$ cat src/hdl/lw0_pkg.sv
package lw0_pkg;

    // Number format and field widths
    localparam int FRAC_BITS = 16;
    localparam int MAX_STEPS = 15;
    localparam int X_W       = 32;
    localparam int W_W       = 21;
    localparam int ITER_W    = 4;

    // Datapath widths
    localparam int MAG_W    = 32;                      // multiplier operand magnitude
    localparam int DEN_W    = 33;                      // divider operand magnitude
    localparam int DW       = DEN_W + FRAC_BITS + 1;   // working value width
    localparam int CNT_W    = 6;                       // holds DW - 1
    localparam int LN_ITERS = 26;                      // log2 fraction bits
    localparam int LN_M_W   = 31;                      // mantissa in [1,2), 30 fraction bits
    localparam int LN2_W    = 30;
    localparam int LN_SHIFT = 56 - FRAC_BITS;
    localparam int SQ_W     = 2 * FRAC_BITS + 2;
    localparam int SQ_STEPS = FRAC_BITS + 1;

    // Constants, rounded to nearest from 60 fraction bits
    localparam logic [63:0] E_Q60    = 64'h2B7E151628AED2A6;
    localparam logic [63:0] INVE_Q60 = 64'h05E2D58D8B3BCDF1;
    localparam logic [63:0] E_RND    =
        (E_Q60 + (64'd1 << (59 - FRAC_BITS))) >> (60 - FRAC_BITS);
    localparam logic [63:0] INVE_RND =
        (INVE_Q60 + (64'd1 << (59 - FRAC_BITS))) >> (60 - FRAC_BITS);

    localparam logic signed [DW-1:0] E_F        = DW'(E_RND);
    localparam logic signed [DW-1:0] NEG_INVE_F = -DW'(INVE_RND);
    localparam logic signed [DW-1:0] ONE_F      = DW'(64'd1 << FRAC_BITS);
    localparam logic signed [DW-1:0] ULP        = DW'(1);
    localparam logic signed [DW-1:0] B_POS_LO   = ULP;
    localparam logic signed [DW-1:0] B_POS_HI   = DW'(64'd64 << FRAC_BITS);
    localparam logic signed [DW-1:0] B_NEG_LO   = ULP - ONE_F;
    localparam logic signed [DW-1:0] B_NEG_HI   = -ULP;
    localparam logic signed [DW-1:0] W_LO       = -ONE_F;
    localparam logic signed [DW-1:0] W_HI       = DW'(64'd9 << FRAC_BITS);
    localparam logic [LN2_W-1:0]     LN2_Q30    = 30'h2C5C85FE;

    // Configuration registers
    localparam logic [ITER_W-1:0] ITER_LARGE_RST = 4'd5;
    localparam logic [ITER_W-1:0] ITER_SMALL_RST = 4'd9;
    localparam logic CFG_ITER_LARGE = 1'b0;
    localparam logic CFG_ITER_SMALL = 1'b1;

    // Datapath operations
    typedef enum logic [3:0] {
        OP_ADD, OP_SUB, OP_MAX1, OP_CLAMPB, OP_OUT, OP_MUL, OP_DIV, OP_LN, OP_SQRT
    } t_op;

    typedef enum logic [2:0] {
        SRC_ZERO, SRC_ONE, SRC_E, SRC_X, SRC_B, SRC_S, SRC_T, SRC_U
    } t_src;

    typedef enum logic [2:0] {
        DST_B, DST_S, DST_T, DST_U, DST_W
    } t_dst;

    // Controller to datapath
    typedef struct packed {
        logic load;
        logic go;
        t_op  op;
        t_src src_a;
        t_src src_b;
        t_dst dst;
    } t_cmd;

    // Datapath to controller
    typedef struct packed {
        logic done;
        logic x_zero;
        logic x_e;
        logic x_ninv;
        logic x_below;
        logic x_neg;
        logic x_lt_e;
        logic x_gt_e;
    } t_sts;

endpackage

$ cat src/hdl/lw0_controller.sv
module lw0_controller (
    input  logic                          i_clk,
    input  logic                          i_rst_n,
    input  logic                          i_in_valid,
    output logic                          o_in_stall,
    output logic                          o_out_valid,
    input  logic                          i_out_stall,
    output logic                          o_out_of_domain,
    input  logic                          i_cfg_valid,
    output logic                          o_cfg_ready,
    input  logic                          i_cfg_index,
    input  logic [lw0_pkg::ITER_W-1:0]    i_cfg_data,
    output lw0_pkg::t_cmd                 o_cmd,
    input  lw0_pkg::t_sts                 i_sts
);
    import lw0_pkg::*;

    typedef enum logic [4:0] {
        ST_IDLE, ST_CLASS,
        ST_SP_ZERO, ST_SP_E, ST_SP_NINV, ST_SP_BAD,
        ST_N_EX, ST_N_T, ST_N_TMAX, ST_N_SQRT, ST_N_ONEPS, ST_N_LN,
        ST_N_NUM, ST_N_DEN, ST_N_DENMAX, ST_N_DIV,
        ST_PS_DIV, ST_PL_LN1, ST_PL_LN2, ST_PL_SUB,
        ST_CLAMP0,
        ST_L_ONEPB, ST_L_R, ST_L_XB, ST_L_LN, ST_L_F, ST_L_MUL, ST_L_CLAMP,
        ST_FINAL
    } t_state;

    typedef struct packed {
        t_op  op;
        t_src a;
        t_src b;
        t_dst dst;
    } t_uop;

    t_state            r_state;
    t_uop              r_uop;
    logic              r_go, r_busy, r_bad, r_out_valid, r_out_bad;
    logic [ITER_W-1:0] r_large, r_small, r_cnt;
    logic [ITER_W-1:0] n_steps, sel_steps;
    logic              accept;

    // Operation issued in each state
    function automatic t_uop f_uop(input t_state st);
        unique case (st)
            ST_SP_ZERO:  return '{OP_ADD,    SRC_ZERO, SRC_ZERO, DST_B};
            ST_SP_E:     return '{OP_ADD,    SRC_ONE,  SRC_ZERO, DST_B};
            ST_SP_NINV:  return '{OP_SUB,    SRC_ZERO, SRC_ONE,  DST_B};
            ST_SP_BAD:   return '{OP_ADD,    SRC_ZERO, SRC_ZERO, DST_B};
            ST_N_EX:     return '{OP_MUL,    SRC_E,    SRC_X,    DST_T};
            ST_N_T:      return '{OP_ADD,    SRC_ONE,  SRC_T,    DST_U};
            ST_N_TMAX:   return '{OP_MAX1,   SRC_U,    SRC_ZERO, DST_U};
            ST_N_SQRT:   return '{OP_SQRT,   SRC_U,    SRC_ZERO, DST_S};
            ST_N_ONEPS:  return '{OP_ADD,    SRC_ONE,  SRC_S,    DST_U};
            ST_N_LN:     return '{OP_LN,     SRC_U,    SRC_ZERO, DST_B};
            ST_N_NUM:    return '{OP_MUL,    SRC_T,    SRC_B,    DST_B};
            ST_N_DEN:    return '{OP_MUL,    SRC_S,    SRC_U,    DST_U};
            ST_N_DENMAX: return '{OP_MAX1,   SRC_U,    SRC_ZERO, DST_U};
            ST_N_DIV:    return '{OP_DIV,    SRC_B,    SRC_U,    DST_B};
            ST_PS_DIV:   return '{OP_DIV,    SRC_X,    SRC_E,    DST_B};
            ST_PL_LN1:   return '{OP_LN,     SRC_X,    SRC_ZERO, DST_T};
            ST_PL_LN2:   return '{OP_LN,     SRC_T,    SRC_ZERO, DST_U};
            ST_PL_SUB:   return '{OP_SUB,    SRC_T,    SRC_U,    DST_B};
            ST_CLAMP0:   return '{OP_CLAMPB, SRC_B,    SRC_ZERO, DST_B};
            ST_L_ONEPB:  return '{OP_ADD,    SRC_ONE,  SRC_B,    DST_T};
            ST_L_R:      return '{OP_DIV,    SRC_B,    SRC_T,    DST_T};
            ST_L_XB:     return '{OP_DIV,    SRC_X,    SRC_B,    DST_U};
            ST_L_LN:     return '{OP_LN,     SRC_U,    SRC_ZERO, DST_U};
            ST_L_F:      return '{OP_ADD,    SRC_ONE,  SRC_U,    DST_U};
            ST_L_MUL:    return '{OP_MUL,    SRC_T,    SRC_U,    DST_B};
            ST_L_CLAMP:  return '{OP_CLAMPB, SRC_B,    SRC_ZERO, DST_B};
            ST_FINAL:    return '{OP_OUT,    SRC_B,    SRC_ZERO, DST_W};
            default:     return '{OP_ADD,    SRC_ZERO, SRC_ZERO, DST_B};
        endcase
    endfunction

    // Successor of each straight-line state
    function automatic t_state f_next(input t_state st);
        unique case (st)
            ST_N_EX:     return ST_N_T;
            ST_N_T:      return ST_N_TMAX;
            ST_N_TMAX:   return ST_N_SQRT;
            ST_N_SQRT:   return ST_N_ONEPS;
            ST_N_ONEPS:  return ST_N_LN;
            ST_N_LN:     return ST_N_NUM;
            ST_N_NUM:    return ST_N_DEN;
            ST_N_DEN:    return ST_N_DENMAX;
            ST_N_DENMAX: return ST_N_DIV;
            ST_N_DIV:    return ST_CLAMP0;
            ST_PS_DIV:   return ST_CLAMP0;
            ST_PL_LN1:   return ST_PL_LN2;
            ST_PL_LN2:   return ST_PL_SUB;
            ST_PL_SUB:   return ST_CLAMP0;
            ST_L_ONEPB:  return ST_L_R;
            ST_L_R:      return ST_L_XB;
            ST_L_XB:     return ST_L_LN;
            ST_L_LN:     return ST_L_F;
            ST_L_F:      return ST_L_MUL;
            ST_L_MUL:    return ST_L_CLAMP;
            default:     return ST_FINAL;
        endcase
    endfunction

    // Step count for this request
    always_comb begin
        sel_steps = i_sts.x_gt_e ? r_large : r_small;
        n_steps   = (int'(sel_steps) > MAX_STEPS) ? ITER_W'(MAX_STEPS) : sel_steps;
    end

    assign accept = (r_state == ST_IDLE) && i_in_valid;

    // State machine
    always_ff @(posedge i_clk) begin
        if (!i_rst_n) begin
            r_state     <= ST_IDLE;
            r_go        <= 1'b0;
            r_busy      <= 1'b0;
            r_bad       <= 1'b0;
            r_out_valid <= 1'b0;
            r_out_bad   <= 1'b0;
            r_cnt       <= '0;
            r_large     <= ITER_LARGE_RST;
            r_small     <= ITER_SMALL_RST;
        end else begin
            r_go <= 1'b0;
            if (i_cfg_valid) begin
                unique case (i_cfg_index)
                    CFG_ITER_LARGE: r_large <= i_cfg_data;
                    CFG_ITER_SMALL: r_small <= i_cfg_data;
                    default:        r_small <= i_cfg_data;
                endcase
            end
            if (r_out_valid && !i_out_stall) begin
                r_out_valid <= 1'b0;
            end
            unique case (r_state)
                ST_IDLE: begin
                    if (i_in_valid) begin
                        r_state <= ST_CLASS;
                    end
                end
                ST_CLASS: begin
                    r_bad <= 1'b0;
                    r_cnt <= n_steps;
                    priority if (i_sts.x_zero) begin
                        r_state <= ST_SP_ZERO;
                    end else if (i_sts.x_e) begin
                        r_state <= ST_SP_E;
                    end else if (i_sts.x_ninv) begin
                        r_state <= ST_SP_NINV;
                    end else if (i_sts.x_below) begin
                        r_bad   <= 1'b1;
                        r_state <= ST_SP_BAD;
                    end else if (i_sts.x_neg) begin
                        r_state <= ST_N_EX;
                    end else if (i_sts.x_lt_e) begin
                        r_state <= ST_PS_DIV;
                    end else begin
                        r_state <= ST_PL_LN1;
                    end
                end
                // Result goes out only once the output register is free
                ST_FINAL: begin
                    if (!r_busy) begin
                        if (!r_out_valid) begin
                            r_go   <= 1'b1;
                            r_uop  <= f_uop(r_state);
                            r_busy <= 1'b1;
                        end
                    end else if (i_sts.done) begin
                        r_busy      <= 1'b0;
                        r_out_valid <= 1'b1;
                        r_out_bad   <= r_bad;
                        r_state     <= ST_IDLE;
                    end
                end
                default: begin
                    if (!r_busy) begin
                        r_go   <= 1'b1;
                        r_uop  <= f_uop(r_state);
                        r_busy <= 1'b1;
                    end else if (i_sts.done) begin
                        r_busy <= 1'b0;
                        priority if (r_state == ST_CLAMP0) begin
                            r_state <= (r_cnt == '0) ? ST_FINAL : ST_L_ONEPB;
                        end else if (r_state == ST_L_CLAMP) begin
                            r_cnt   <= r_cnt - 1'b1;
                            r_state <= (r_cnt == ITER_W'(1)) ? ST_FINAL : ST_L_ONEPB;
                        end else begin
                            r_state <= f_next(r_state);
                        end
                    end
                end
            endcase
        end
    end

    assign o_cmd = '{
        load:  accept,
        go:    r_go,
        op:    r_uop.op,
        src_a: r_uop.a,
        src_b: r_uop.b,
        dst:   r_uop.dst
    };
    assign o_in_stall      = (r_state != ST_IDLE);
    assign o_out_valid     = r_out_valid;
    assign o_out_of_domain = r_out_bad;
    assign o_cfg_ready     = 1'b1;

endmodule

$ cat config.mk
export PLATFORM = sky130hd
export DESIGN_NAME = lw0_controller
export DESIGN_NICKNAME = d
export VERILOG_FILES = /design/src/hdl/lw0_pkg.sv /design/src/hdl/lw0_controller.sv
export SDC_FILE = /design/constraint.sdc
export NUM_CORES = 1
export LEC_CHECK = 0
export ABC_AREA = 1
export ABC_CLOCK_PERIOD_IN_PS = 2300
export BUFFER_PORTS_ARGS = -buffer_cell sky130_fd_sc_hd__buf_2
export CAP_MARGIN = 5
export CORE_MARGIN = 1.5
export CORE_UTILIZATION = 43
export CTS_BUF_LIST = sky130_fd_sc_hd__clkbuf_16
export DETAILED_ROUTE_END_ITERATION = 12
export PLACE_DENSITY = 0.63
export SETUP_SLACK_MARGIN = 0.05
export SYNTH_ARGS = -nofsm -noshare
export SYNTH_HDL_FRONTEND = slang
export SYNTH_SLANG_ARGS = --single-unit
$ cat constraint.sdc
create_clock -name i_clk -period 2.3 [get_ports i_clk]
set_input_delay 0.23 -clock i_clk [delete_from_list [all_inputs] [get_ports i_clk]]
set_output_delay 0.23 -clock i_clk [all_outputs]
set_load 0.05 [all_outputs]
==> summary.txt <==
Outcome
  – Status: finished, violations left
  – Failing checks: DRC

Detailed routing
  – Pre-antenna DRT Iters: 9
  – Via count: 2,700
  – Residual DRC count: 2
  – WL/cell: between 10 and 15 um
  – Mean number of vias per cell: slightly above 5
  – DRT iter0 DRCs: 161
  – WL final: 6930 um
  – Antenna-violating nets left: 0

Timing
  – Setup Skew: roughly 0.0045 ns
  – Crit path time final: about 2.2 ns
  – RSZ-0062 raised after global routing: yes
  – Fin. Hold Viols: 0
  – Max-slew violations: 0
  – Fin crit share: 0.9486
  – Final setup viols: 0
  – Max frequency: 0.4583 GHz
  – Hold slack final: approximately 0.16 ns

Die
  – Die area: around 7300 um2
  – I/O pin count: 37
  – Std cell rows: 29
  – Die H: 85.24 um
  – Die Wd: 85.24 um
  – Initial cell density of the core: 0.4502
  – Core region area: approximately 6500 um2

Yosys
  – Top cells by area, synth: dfxtp_1 (28%), nand2_1 (16%), edfxtp_1 (13%)
  – Syn nets: 425
  – Cells after Synth: between 300 and 400
  – Synth area leader: dfxtp_1
  – Mapped cell area: approximately 2900 um2
  – Ys async rst share: 0
  – Yosys cell types: 35
  – Post-synthesis area per instance: 7.306 um2
  – Primary FF master, synth: dfxtp_1
  – Synth top area share: 0.2754
  – Sequential fraction of the synthesis area: 0.4096
  – Post-synth EDFFs: 13
  – Synthesized flop and latch total: 53
  – Warnings from Yosys: 0

GRT
  – Vias in the first global route: 2,463
  – Gr usage total: 0.1970
  – Largest net degree at the start of global routing: 25
  – Initial antenna violation count: 0
  – Global route overflow: 0
  – First-pass GRT wire length: 11,410 um

Placed design
  – RePlAce Congestion: 0.9261
  – Final HPWL DP: 4927 um
  – IO Port Bufs: 35

Setup path
  – CP Max Fanout: 7
  – Worst reg-to-reg setup slack: approximately 0.12 ns
  – Worst Path Required: 2.49 ns
  – CP endpoint kind: register
  – Critical Setup Path Class: reg -> reg
  – CP arrival: 2.38 ns
  – CP Launch Type: register

Power
  – VDD IR max: 0.5653 mV
  – Lkg Pwr: 1.738 nW
  – Pwr dens: between 1000 and 1500 nW/um2

Clocking
  – TritonCTS buffer count: 5
  – Max Buffers Root-to-Sink: 2
  – Insertion delay to the later sink of the worst-skew pair: 0.30 ns
  – H-Tree Depth: 2
  – Clock-pin slew on the worst setup and hold paths: approximately 0.070 ns
  – Clock root cell: clkbuf_16
  – Clock sinks: 53
  – CTS tree: built

Final layout
  – Diode count: 0
  – # nets final: between 400 and 500
  – Proportion of layout cells with a drive suffix above 1: 0.2584
  – Final Util: 0.5455
  – Area grow syn2layout: 21.17%

Flow run
  – MaxCap Viol Count: 0

Hold path
  – Hold WC Path Type: in -> reg
synth_stat cells (5+ instances only):
cell type  count
a21oi_1       11
buf_4          6
dfxtp_1       40
edfxtp_1      13
ha_1           9
inv_1         44
nand2_1      125
nand3_1       41
nand3_2        5
nor2_1        31
o21ai_0       21
o21ai_1        5
critical path: stages (launching register included):
cell	delay (ns)
dfxtp_4	0.38
nor2_4	0.19
nand3_4	0.11
o21ai_4	0.26
inv_2	0.09
nand2_2	0.10
o21ai_4	0.10
buf_4	0.15
buf_4	0.16
ha_1	0.18
nand2_1	0.12
nand3_1	0.10
nand3_1	0.09
nand2_1	0.05
power breakdown:
part           switching [mW]  total (mW)  internal [mW]
logic                    1.88        2.79          0.911
registers               0.119        1.37           1.25
clock network           0.366       0.889          0.524
total                    2.37        5.05           2.69
cells in the final DEF (no fill, tap or decap), drive strengths merged:
cell type    n
ha           9
mux2i        1
o21bai       1
dfxtp       40
conb         1
o22ai        1
nor2        34
o211ai       3
a31o         1
nand2      132
a211oi       2
nor3         3
a21oi       12
nand3       47
o21ai       30
clkinv       1
nand4        4
bufinv       1
edfxtp      13
buf         57
a221oi       1
clkbuf       5
xor2         1
inv         49
path summary, 6_finish.rpt:
path                 to          start  cells past startpoint
max            register     r_state[1]                     13
min          r_large[2]  i_cfg_data[2]                      3
max reg2reg    register     r_state[1]                     13
min reg2reg   o_cmd[11]       register                      0
metal layers:
layer	share of wire	track usage	vias up	wire length, um
met5	0	0	-	0
met4	0.026	0.08495	0	179
met3	0.056	0.03696	19	387
met2	0.44	0.3038	105	3054
met1	0.48	0.2703	1196	3309
li1	-	-	1380	-
per-stage QoR:
stage	cells	power [mW]	area (um2)	TNS, ns	worst slack (ns)
2_1_floorplan	398	3.355	2938	0	0.08419
3_3_place_gp	510	3.955	3224	0	0.01542
3_5_place_dp	510	3.939	3224	-0.02583	-0.02583
4_1_cts	521	4.876	3432	0	0.05086
5_1_grt	526	5.417	3523	0	0.02102
6_report	526	5.051	3523	0	0.1182
logic make-up after synthesis:
kind of cell / after synthesis / synth area share
flops: 53 / 0.4096
simple gates: 220 / 0.3373
compound gates: 51 / 0.1076
buf+inv: 62 / 0.09897
fa+ha+maj: 9 / 0.03873
other cells: 1 / 0.001290
xor+xnor: 1 / 0.003013
mux: 1 / 0.003442
timing repair:
action / CTS / global route
hold buffers: 0 / 0
endpoints found under the hold margin: 0 / 0
resized for setup: 3 / 24
setup endpoints to repair: 7 / 16
pin swaps: 1 / 7
setup buffers: 3 / 5
area by class of cell:
cell class / count / area (um2)
Multi-Input combinational cell: 283 / 1514
Fill cell: 611 / 2935
Clock buffer: 5 / 125.1
Inverter: 48 / 182.7
Clock inverter: 3 / 50.05
Timing Repair Buffer: 57 / 352.8
Sequential cell: 53 / 1202
Tap cell: 77 / 96.34
Note: power is estimated with default switching activity, not from simulation.
